--- config.mk ---
export PLATFORM = sky130hd
export DESIGN_NAME = address_resolution_cache_with_expiry_core
export DESIGN_NICKNAME = d
export VERILOG_FILES = /design/src/rtl/core/arc_pkg.sv /design/src/rtl/core/arc_entry_mem.sv /design/src/rtl/core/address_resolution_cache_with_expiry_core.sv
export SDC_FILE = /design/constraint.sdc
export NUM_CORES = 2
export LEC_CHECK = 0
export BUFFER_PORTS_ARGS = -buffer_cell sky130_fd_sc_hd__buf_2
export CELL_PAD_IN_SITES_DETAIL_PLACEMENT = 2
export CELL_PAD_IN_SITES_GLOBAL_PLACEMENT = 2
export CORE_UTILIZATION = 53
export DETAILED_ROUTE_END_ITERATION = 8
export PLACE_DENSITY = 0.89
export SYNTH_ARGS = -nofsm -noshare
export SYNTH_HDL_FRONTEND = slang
export SYNTH_HIERARCHICAL = 1
export SYNTH_SLANG_ARGS = --single-unit
--- constraint.sdc ---
create_clock -name aclk -period 23.6 [get_ports aclk]
set_input_delay 1.18 -clock aclk [delete_from_list [all_inputs] [get_ports aclk]]
set_output_delay 1.18 -clock aclk [all_outputs]
set_load 0.01 [all_outputs]
--- src/rtl/core/arc_pkg.sv ---
// Package with shared types, codes and constants for the address resolution cache.
`default_nettype none
package arc_pkg;

    localparam int ENTRIES_DEFAULT = 16;

    localparam int KEY_W  = 32;
    localparam int MAC_W  = 48;
    localparam int LIFE_W = 16;
    localparam int TIME_W = 32;
    localparam int CNT_OUT_W = 5;

    localparam logic [LIFE_W-1:0] DEFAULT_LIFETIME_RST = 16'd300;

    localparam logic REG_DEFAULT_LIFETIME = 1'b0;

    localparam logic [1:0] STATUS_OK   = 2'd0;
    localparam logic [1:0] STATUS_MISS = 2'd1;
    localparam logic [1:0] STATUS_FULL = 2'd2;

    typedef enum logic [2:0] {
        OP_PUT_RESOLVED = 3'd0,
        OP_PUT_PENDING  = 3'd1,
        OP_GET          = 3'd2,
        OP_REMOVE       = 3'd3,
        OP_CLEAR        = 3'd4,
        OP_SWEEP        = 3'd5
    } op_t;

    typedef enum logic [1:0] {
        ST_IDLE,
        ST_SCAN,
        ST_FINISH
    } state_t;

    typedef struct packed {
        logic [KEY_W-1:0]  key;
        logic [MAC_W-1:0]  mac;
        logic [TIME_W-1:0] expiry;
        logic              resolved;
    } entry_t;

endpackage
`default_nettype wire

--- src/rtl/core/arc_entry_mem.sv ---
// Entry memory with one write port and one registered read port.
`default_nettype none
module arc_entry_mem
    import arc_pkg::*;
#(
    parameter int ENTRIES = ENTRIES_DEFAULT
) (
    input  wire logic                       aclk,
    input  wire logic                       wr_en,
    input  wire logic [$clog2(ENTRIES)-1:0] wr_addr,
    input  wire entry_t                     wr_data,
    input  wire logic                       rd_en,
    input  wire logic [$clog2(ENTRIES)-1:0] rd_addr,
    output entry_t                          rd_data
);

    entry_t mem [ENTRIES];
    entry_t rd_data_reg;

    always_ff @(posedge aclk) begin
        if (wr_en) begin
            mem[wr_addr] <= wr_data;
        end
    end

    always_ff @(posedge aclk) begin
        if (rd_en) begin
            rd_data_reg <= mem[rd_addr];
        end
    end

    assign rd_data = rd_data_reg;

endmodule
`default_nettype wire

--- src/rtl/core/address_resolution_cache_with_expiry_core.sv ---
// Top level of the address resolution cache with expiry: sequencer, scan unit and ports.
//
// Channel   Direction  Handshake            Contents
// s_        in         s_tvalid / s_tready  one operation word
// m_        out        m_tvalid / m_tready  one result word per operation
// apb       in/out     psel / penable       default lifetime register
//
// Put, get, remove and sweep walk every entry through the one memory read port and the
// shared key and expiry comparator; clear and the unused modes go straight to the final
// step. Reset clears all valid bits and the entry count at once.
// A new word is taken while the previous result still waits in the output register; the
// sequencer holds in its final step until that register is free.
`default_nettype none
module address_resolution_cache_with_expiry_core
    import arc_pkg::*;
#(
    parameter int ENTRIES = ENTRIES_DEFAULT
) (
    input  wire logic         aclk,
    input  wire logic         aresetn,
    input  wire logic         s_tvalid,
    output logic              s_tready,
    // ip_address[31:0], mac_address[79:32], lifetime[95:80], current_time[127:96]
    input  wire logic [127:0] s_tdata,
    // mode[2:0]
    input  wire logic [2:0]   s_tuser,
    output logic              m_tvalid,
    input  wire logic         m_tready,
    // status[1:0], found[2], is_resolved[3], found_mac[51:4], entry_count[56:52], zero
    output logic [63:0]       m_tdata,
    input  wire logic         psel,
    input  wire logic         penable,
    input  wire logic         pwrite,
    input  wire logic [2:0]   paddr,
    input  wire logic [31:0]  pwdata,
    output logic [31:0]       prdata,
    output logic              pready
);

    localparam int IDX_W = $clog2(ENTRIES);
    localparam int CNT_W = $clog2(ENTRIES + 1);

    state_t state_reg, state_next;

    logic [CNT_W-1:0]  idx_reg, idx_next;
    logic              cmp_vld_reg, cmp_vld_next;
    logic [IDX_W-1:0]  cmp_idx_reg, cmp_idx_next;

    logic [2:0]        mode_reg;
    logic [KEY_W-1:0]  ip_reg;
    logic [MAC_W-1:0]  mac_reg;
    logic [LIFE_W-1:0] life_reg;
    logic [TIME_W-1:0] now_reg;

    logic              match_reg, match_next;
    logic [IDX_W-1:0]  match_idx_reg, match_idx_next;
    logic              free_reg, free_next;
    logic [IDX_W-1:0]  free_idx_reg, free_idx_next;
    logic [MAC_W-1:0]  hit_mac_reg, hit_mac_next;
    logic              hit_res_reg, hit_res_next;
    logic [TIME_W-1:0] hit_exp_reg, hit_exp_next;

    logic [ENTRIES-1:0] valid_reg, valid_next;
    logic [CNT_W-1:0]   count_reg, count_next;
    logic [LIFE_W-1:0]  dflt_life_reg;

    logic                 m_tvalid_reg, m_tvalid_next;
    logic [1:0]           out_status_reg, out_status_next;
    logic                 out_found_reg, out_found_next;
    logic                 out_res_reg, out_res_next;
    logic [MAC_W-1:0]     out_mac_reg, out_mac_next;
    logic [CNT_OUT_W-1:0] out_cnt_reg, out_cnt_next;

    logic       accept;
    logic       scan_issue;
    logic       fin_go;
    logic       cfg_wr;
    logic       mem_wr_en;
    logic [IDX_W-1:0] mem_wr_addr;
    entry_t     mem_wr_data;
    entry_t     rd_entry;

    logic              key_eq;
    logic              expired;
    logic [LIFE_W-1:0] life_sel;
    logic [TIME_W:0]   exp_sum;
    logic [TIME_W-1:0] exp_sat;

    arc_entry_mem #(
        .ENTRIES(ENTRIES)
    ) u_entry_mem (
        .aclk    (aclk),
        .wr_en   (mem_wr_en),
        .wr_addr (mem_wr_addr),
        .wr_data (mem_wr_data),
        .rd_en   (scan_issue),
        .rd_addr (idx_reg[IDX_W-1:0]),
        .rd_data (rd_entry)
    );

    assign cfg_wr   = psel && penable && pwrite && pready;
    assign pready   = 1'b1;
    assign prdata   = (paddr[2] == REG_DEFAULT_LIFETIME) ? {16'd0, dflt_life_reg} : 32'd0;

    assign s_tready = (state_reg == ST_IDLE);
    assign accept   = s_tvalid && s_tready;
    assign m_tvalid = m_tvalid_reg;
    assign m_tdata  = {7'd0, out_cnt_reg, out_mac_reg, out_res_reg, out_found_reg,
                       out_status_reg};

    // Shared comparator and expiry adder.
    assign key_eq   = valid_reg[cmp_idx_reg] && (rd_entry.key == ip_reg);
    assign expired  = now_reg > rd_entry.expiry;
    assign life_sel = (mode_reg == OP_PUT_RESOLVED && life_reg == '0) ? dflt_life_reg
                                                                       : life_reg;
    assign exp_sum  = {1'b0, now_reg} + {{(TIME_W + 1 - LIFE_W){1'b0}}, life_sel};
    assign exp_sat  = exp_sum[TIME_W] ? {TIME_W{1'b1}} : exp_sum[TIME_W-1:0];

    always_comb begin
        state_next = state_reg;
        case (state_reg)
            ST_IDLE: begin
                if (accept) begin
                    if (s_tuser == OP_PUT_RESOLVED || s_tuser == OP_PUT_PENDING ||
                        s_tuser == OP_GET || s_tuser == OP_REMOVE ||
                        s_tuser == OP_SWEEP) begin
                        state_next = ST_SCAN;
                    end else begin
                        state_next = ST_FINISH;
                    end
                end
            end
            ST_SCAN: begin
                if (idx_reg == CNT_W'(ENTRIES)) begin
                    state_next = ST_FINISH;
                end
            end
            ST_FINISH: begin
                if (fin_go) begin
                    state_next = ST_IDLE;
                end
            end
            default: begin
                state_next = ST_IDLE;
            end
        endcase
    end

    always_comb begin
        scan_issue = 1'b0;
        fin_go     = 1'b0;
        case (state_reg)
            ST_SCAN: begin
                scan_issue = (idx_reg < CNT_W'(ENTRIES));
            end
            ST_FINISH: begin
                fin_go = !m_tvalid_reg || m_tready;
            end
            default: begin
                scan_issue = 1'b0;
            end
        endcase
    end

    always_comb begin
        logic [CNT_W+CNT_OUT_W-1:0] cnt_ext;

        cnt_ext         = '0;
        idx_next        = idx_reg;
        cmp_vld_next    = scan_issue;
        cmp_idx_next    = idx_reg[IDX_W-1:0];
        match_next      = match_reg;
        match_idx_next  = match_idx_reg;
        free_next       = free_reg;
        free_idx_next   = free_idx_reg;
        hit_mac_next    = hit_mac_reg;
        hit_res_next    = hit_res_reg;
        hit_exp_next    = hit_exp_reg;
        valid_next      = valid_reg;
        count_next      = count_reg;
        out_status_next = out_status_reg;
        out_found_next  = out_found_reg;
        out_res_next    = out_res_reg;
        out_mac_next    = out_mac_reg;
        out_cnt_next    = out_cnt_reg;
        m_tvalid_next   = m_tready ? 1'b0 : m_tvalid_reg;
        mem_wr_en       = 1'b0;
        mem_wr_addr     = free_idx_reg;
        mem_wr_data.key      = ip_reg;
        mem_wr_data.mac      = (mode_reg == OP_PUT_RESOLVED) ? mac_reg : '0;
        mem_wr_data.expiry   = exp_sat;
        mem_wr_data.resolved = (mode_reg == OP_PUT_RESOLVED);

        if (accept) begin
            idx_next   = '0;
            match_next = 1'b0;
            free_next  = 1'b0;
        end

        if (scan_issue) begin
            idx_next = idx_reg + 1'b1;
        end

        if (cmp_vld_reg) begin
            if (key_eq && !match_reg) begin
                match_next     = 1'b1;
                match_idx_next = cmp_idx_reg;
                hit_mac_next   = rd_entry.mac;
                hit_res_next   = rd_entry.resolved;
                hit_exp_next   = rd_entry.expiry;
            end
            if (!valid_reg[cmp_idx_reg] && !free_reg) begin
                free_next     = 1'b1;
                free_idx_next = cmp_idx_reg;
            end
            if (mode_reg == OP_SWEEP && valid_reg[cmp_idx_reg] && expired) begin
                valid_next[cmp_idx_reg] = 1'b0;
                count_next              = count_reg - 1'b1;
            end
        end

        if (fin_go) begin
            out_status_next = STATUS_OK;
            out_found_next  = 1'b0;
            out_res_next    = 1'b0;
            out_mac_next    = '0;
            m_tvalid_next   = 1'b1;
            case (mode_reg)
                OP_PUT_RESOLVED, OP_PUT_PENDING: begin
                    if (match_reg) begin
                        mem_wr_en   = 1'b1;
                        mem_wr_addr = match_idx_reg;
                    end else if (free_reg) begin
                        mem_wr_en                = 1'b1;
                        mem_wr_addr              = free_idx_reg;
                        valid_next[free_idx_reg] = 1'b1;
                        count_next               = count_reg + 1'b1;
                    end else begin
                        out_status_next = STATUS_FULL;
                    end
                end
                OP_GET: begin
                    if (match_reg && now_reg <= hit_exp_reg) begin
                        out_found_next = 1'b1;
                        out_res_next   = hit_res_reg;
                        out_mac_next   = hit_mac_reg;
                    end else begin
                        out_status_next = STATUS_MISS;
                    end
                end
                OP_REMOVE: begin
                    if (match_reg) begin
                        valid_next[match_idx_reg] = 1'b0;
                        count_next                = count_reg - 1'b1;
                    end
                end
                OP_CLEAR: begin
                    valid_next = '0;
                    count_next = '0;
                end
                default: begin
                    out_status_next = STATUS_OK;
                end
            endcase
            cnt_ext      = {{CNT_OUT_W{1'b0}}, count_next};
            out_cnt_next = cnt_ext[CNT_OUT_W-1:0];
        end
    end

    always_ff @(posedge aclk) begin
        if (!aresetn) begin
            state_reg     <= ST_IDLE;
            idx_reg       <= '0;
            cmp_vld_reg   <= 1'b0;
            match_reg     <= 1'b0;
            free_reg      <= 1'b0;
            valid_reg     <= '0;
            count_reg     <= '0;
            m_tvalid_reg  <= 1'b0;
            dflt_life_reg <= DEFAULT_LIFETIME_RST;
        end else begin
            state_reg    <= state_next;
            idx_reg      <= idx_next;
            cmp_vld_reg  <= cmp_vld_next;
            match_reg    <= match_next;
            free_reg     <= free_next;
            valid_reg    <= valid_next;
            count_reg    <= count_next;
            m_tvalid_reg <= m_tvalid_next;
            if (cfg_wr && paddr[2] == REG_DEFAULT_LIFETIME) begin
                dflt_life_reg <= pwdata[LIFE_W-1:0];
            end
        end
    end

    always_ff @(posedge aclk) begin
        if (accept) begin
            mode_reg <= s_tuser;
            ip_reg   <= s_tdata[31:0];
            mac_reg  <= s_tdata[79:32];
            life_reg <= s_tdata[95:80];
            now_reg  <= s_tdata[127:96];
        end
        cmp_idx_reg    <= cmp_idx_next;
        match_idx_reg  <= match_idx_next;
        free_idx_reg   <= free_idx_next;
        hit_mac_reg    <= hit_mac_next;
        hit_res_reg    <= hit_res_next;
        hit_exp_reg    <= hit_exp_next;
        out_status_reg <= out_status_next;
        out_found_reg  <= out_found_next;
        out_res_reg    <= out_res_next;
        out_mac_reg    <= out_mac_next;
        out_cnt_reg    <= out_cnt_next;
    end

endmodule
`default_nettype wire
==> results of run 1 <==
[metrics by stage]
stage | cell area [um^2] | setup slack, ns | hold WS, ns | std cells
2_1_floorplan | 86730 | 9.714 | 0.4003 | 4222
3_3_place_gp | 90290 | 18.00 | 0.4047 | 6469
[cell families after synthesis]
group | after synthesis | synth area share
AND/OR/NAND/NOR | 584 | 0.03405
buffers and inverters | 309 | 0.01712
adder cells (fa/ha/maj) | 85 | 0.01236
other | 2 | 0.00008667
XOR/XNOR | 53 | 0.005357
multiplexers | 468 | 0.1200
AO/OA/AOI/OAI | 449 | 0.03725
flip-flops | 2250 | 0.7737
[Yosys cell counts (all sizes together), types with 14 or more instances]
cell type / number / area share
edfxtp: 2198 / 0.76
mux4: 456 / 0.12
a22oi: 231 / 0.020
nand2: 220 / 0.0095
clkbuf: 118 / 0.0051
buf: 107 / 0.0084
ha: 84 / 0.012
inv: 84 / 0.0036
and3: 65 / 0.0047
and2: 53 / 0.0038
dfxtp: 52 / 0.012
nand3: 49 / 0.0028
o21ai: 49 / 0.0030
nor2: 47 / 0.0020
a21oi: 44 / 0.0025
xnor2: 39 / 0.0039
a21o: 38 / 0.0033
nor3: 37 / 0.0023
nor2b: 29 / 0.0021
nand4: 18 / 0.0013
a21boi: 17 / 0.0015
nand2b: 15 / 0.0011
o22ai: 15 / 0.0011
xor2: 14 / 0.0014
==> flow_summary.ini, run 1 <==
[placement]
place_hpwl_um = 208200
io_buffers = 229
gp_congestion = 0.7983

[status]
haltStage = detailed placement (3_5_place_dp)
error = [ERROR DPL-0033] detailed placement checks failed during check placement.
status = did not finish

[floorplanning]
die_x_um = 406.3
initial_core_util = 0.5330
die_y_um = 406.3
io_pins = 272
rows = 148

[synth]
syn_area_per_cell_um2 = 20.63
ys_seq_elements = 2250
syn_inst = 4200
syn_area_mm2 = 0.08665
synth_warnings = 6
synth_ff_type = edfxtp_1
synthArstFlopShare = 0
yosysUniqueCellTypes = 76
ys_seq_area_frac = 0.7737
synth_edf_count = 2198
==> run 2: changes to the inputs <==
--- a/config.mk
+++ b/config.mk
@@ -6,11 +6,9 @@
 export NUM_CORES = 2
 export LEC_CHECK = 0
 export BUFFER_PORTS_ARGS = -buffer_cell sky130_fd_sc_hd__buf_2
-export CELL_PAD_IN_SITES_DETAIL_PLACEMENT = 2
-export CELL_PAD_IN_SITES_GLOBAL_PLACEMENT = 2
-export CORE_UTILIZATION = 53
+export CORE_UTILIZATION = 40
 export DETAILED_ROUTE_END_ITERATION = 8
-export PLACE_DENSITY = 0.89
+export PLACE_DENSITY_LB_ADDON = 0.15
 export SYNTH_ARGS = -nofsm -noshare
 export SYNTH_HDL_FRONTEND = slang
 export SYNTH_HIERARCHICAL = 1
==> run 2 against run 1 <==
Against the previous run: the flow now finishes without violations; synthesized cell count stayed put; area after synthesis stayed put.
==> flow_summary.ini, run 2 <==
[detailed_routing]
drtAntennaViolNets = 0
first_pass_iters = 7
wl_per_cell_um = 27.93
vias_per_cell = 5.540
vias = 41860
drc = 0
totalWireLength_um = 211000
drtIter0Drc = 3489

[clock_tree]
holdBufCountCts = 0
clock-sinks = 2250
clk_path_buf_depth = 3
post_cts_buffers = 0
clk_latency_ns = 0.87
clk_pin_slew_worst_paths_ns = 0.06
numCtsBuffers = 229
cts_tree = built
cts_resized = 0
clockRootBuffer = clkbuf_16
htreeDepth = 4

[worst_setup_path]
crit_fanout = 16
endpoint = u_entry_mem/mem[10][27]$_DFFE_PP_
reg2reg_slack_ns = 17.78
cpMaxStageDelayCell = a2bb2oi_1
rr_startpoint = mode_reg[2]$_DFFE_PP_
cp-end-kind = flip-flop
cp_data_arrival_time_ns = 6.29
crit_start = mode_reg[2]$_DFFE_PP_
cpPeakStageDelay_ns = 0.96
r2r-end = u_entry_mem/mem[10][27]$_DFFE_PP_
crit_type = reg2reg
crit_chain = nor3_2 > buf_4 > nand3_1 > nor2_1 > a21o_1 > ha_1 > fa_1 > a21o_1 > a21oi_1 > nor3_1 > nor3_2 > nor4_4 > o21ai_4 > nor3_1 > a2bb2oi_1
cp.required_ns = 24.07
startpoint_type = flip-flop
r2r_cells = 15

[sta]
maxSlewHeadroom = 0.1901
setup_violations = 0
hold_ws_ns = 0.4128
worst_slew_pin_slew_ns = 1.210
period_needed_ns = 5.819
max_freq_ghz = 0.1718
hold_viol_final = 0
fin_crit_sh = 0.2466
slew_viol_final = 0
worst_clock_skew_ns = 0.03830
tns_ns = 0
rsz0062_at_grt = no

[power_and_ir_drop]
irDropWorstVdd_uv = 93.84
clkPwrFrac = 0.407
p_sw_mw = 1.942
pwr_density_cell_mw_per_mm2 = 88.62
power.leakage_nw = 31.40
seqPwrFrac = 0.527
p_comb_frac = 0.066
swShare = 0.2224
internal_power_mw = 6.790

[cells_and_area]
fill_cells = 18110
stdcell_area_mm2 = 0.09853
layout.cells.non_filler = 7555
finalCoreUtilization = 0.4587
drive_above_1_share = 0.2401
final_cell_mix = edfxtp_1, mux4_2, clkbuf_16, a22oi_1, buf_2
nets = 4780
layout_commonest_cell = edfxtp_1
area_growth_pct = 13.71
largest_register_ffs = 1808

[synth]
synthArstFlopShare = 0
synth_top_area_frac = 0.7617
synth_warnings = 6
synthTopCellsByCount = edfxtp_1, mux4_2, a22oi_1, nand2_1, clkbuf_1
ys_seq_area_frac = 0.7737
syn_area_per_cell_um2 = 20.63
ys_seq_elements = 2250
yosysMostFrequentCell = edfxtp_1
syn_area_mm2 = 0.08665
synth_top_cell_by_area = edfxtp_1
synth_ff_type = edfxtp_1
syn_inst = 4200
synth_edf_count = 2198
yosysUniqueCellTypes = 76
ys_top_cells_by_area = edfxtp_1, mux4_2, a22oi_1

[hold_path]
hp-class = reg2reg

[grt]
grt_max_degree = 131
grtUsageTotal = 0.1930
grt_pass1_vias = 43050
grt_pass1_wl_um = 304500
antenna_found_initial = 9
gr-total-overflow = 0

[status]
status = finished, final reports clean

[placement]
dpl-instance-area_mm2 = 0.09118
gp_congestion = 0.7788
dp_cells = 7129
place_hpwl_um = 98850
io_buffers = 229

[floorplanning]
rows = 170
die_x_um = 467.4
core_area_mm2 = 0.2148
die-area_mm2 = 0.2185
initial_core_util = 0.4033
die_y_um = 467.4
io_pins = 272

[run]
cap_violations = 0
## run 2: worst min-delay path by stage
| stage | start | endpoint | slack, ns | cells past startpoint |
|---|---|---|---|---|
| finish | u_entry_mem/rd_data[57]$_DFFE_PP_ | hit_mac_reg[24]$_DFFE_PP_ | 0.41 | 0 |
| global route | u_entry_mem/rd_data[60]$_DFFE_PP_ | hit_mac_reg[27]$_DFFE_PP_ | 0.43 | 0 |
| CTS | s_tdata[67] | mac_reg[35]$_DFFE_PP_ | 0.40 | 1 |
| detailed placement | u_entry_mem/rd_data[53]$_DFFE_PP_ | hit_mac_reg[20]$_DFFE_PP_ | 0.40 | 0 |
| global placement | u_entry_mem/rd_data[46]$_DFFE_PP_ | hit_mac_reg[13]$_DFFE_PP_ | 0.40 | 0 |
| floorplan | u_entry_mem/rd_data[33]$_DFFE_PP_ | hit_mac_reg[0]$_DFFE_PP_ | 0.40 | 0 |
## run 2: final cells by class
| class | count | area (um^2) | area share |
|---|---|---|---|
| antenna | 3 | 7.507 | 0.00007619 |
| inverter | 84 | 322.8 | 0.003276 |
| timing repair buffer | 294 | 1859 | 0.01887 |
| sequential | 2250 | 67050 | 0.6805 |
| multi-input combinational | 1663 | 18390 | 0.1867 |
| tap | 2838 | 3551 | 0.03604 |
| clock inverter | 138 | 1345 | 0.01365 |
| clock buffer | 285 | 6005 | 0.06094 |
## run 2: cell families after synthesis
kind of cell	Yosys count	share of synthesized area
flip-flops	2250	0.7737
AND/OR/NAND/NOR	584	0.03405
multiplexers	468	0.1200
AO/OA/AOI/OAI	449	0.03725
buffers and inverters	309	0.01712
adder cells (fa/ha/maj)	85	0.01236
XOR/XNOR	53	0.005357
other	2	0.00008667
## run 2: layer usage
| metal | GRT usage | share of wire |
|---|---|---|
| met1 | 0.2822 | 0.46 |
| met2 | 0.3096 | 0.48 |
| met3 | 0.02667 | 0.047 |
| met4 | 0.03893 | 0.015 |
| met5 | 0 | 0.00011 |
## run 2: power groups by stage
stage	registers (mW)	logic, mW	clock network, mW
final	4.60	0.577	3.56
after global placement	4.68	0.579	0
after global routing	4.61	0.635	3.78
after CTS	4.60	0.590	3.65
after detailed placement	4.69	0.588	0
after floorplan	4.66	0.425	0
## run 2: critical path, delay by kind of cell, from the launching register on
family,cells,cell delay (ns)
buffers and inverters,1,0.33
flip-flops,1,0.59
AND/OR/NAND/NOR,7,2.50
AO/OA/AOI/OAI,5,1.60
adder cells (fa/ha/maj),2,0.39
## run 2: stage by stage
stage                     worst slack (ns)  power (mW)
after floorplan                      9.714       5.083
after global placement               17.31       5.262
after detailed placement             17.25       5.273
after CTS                            17.75       8.838
after global routing                 17.24       9.024
final                                17.78       8.732
Note: power is estimated with default switching activity, not from simulation.
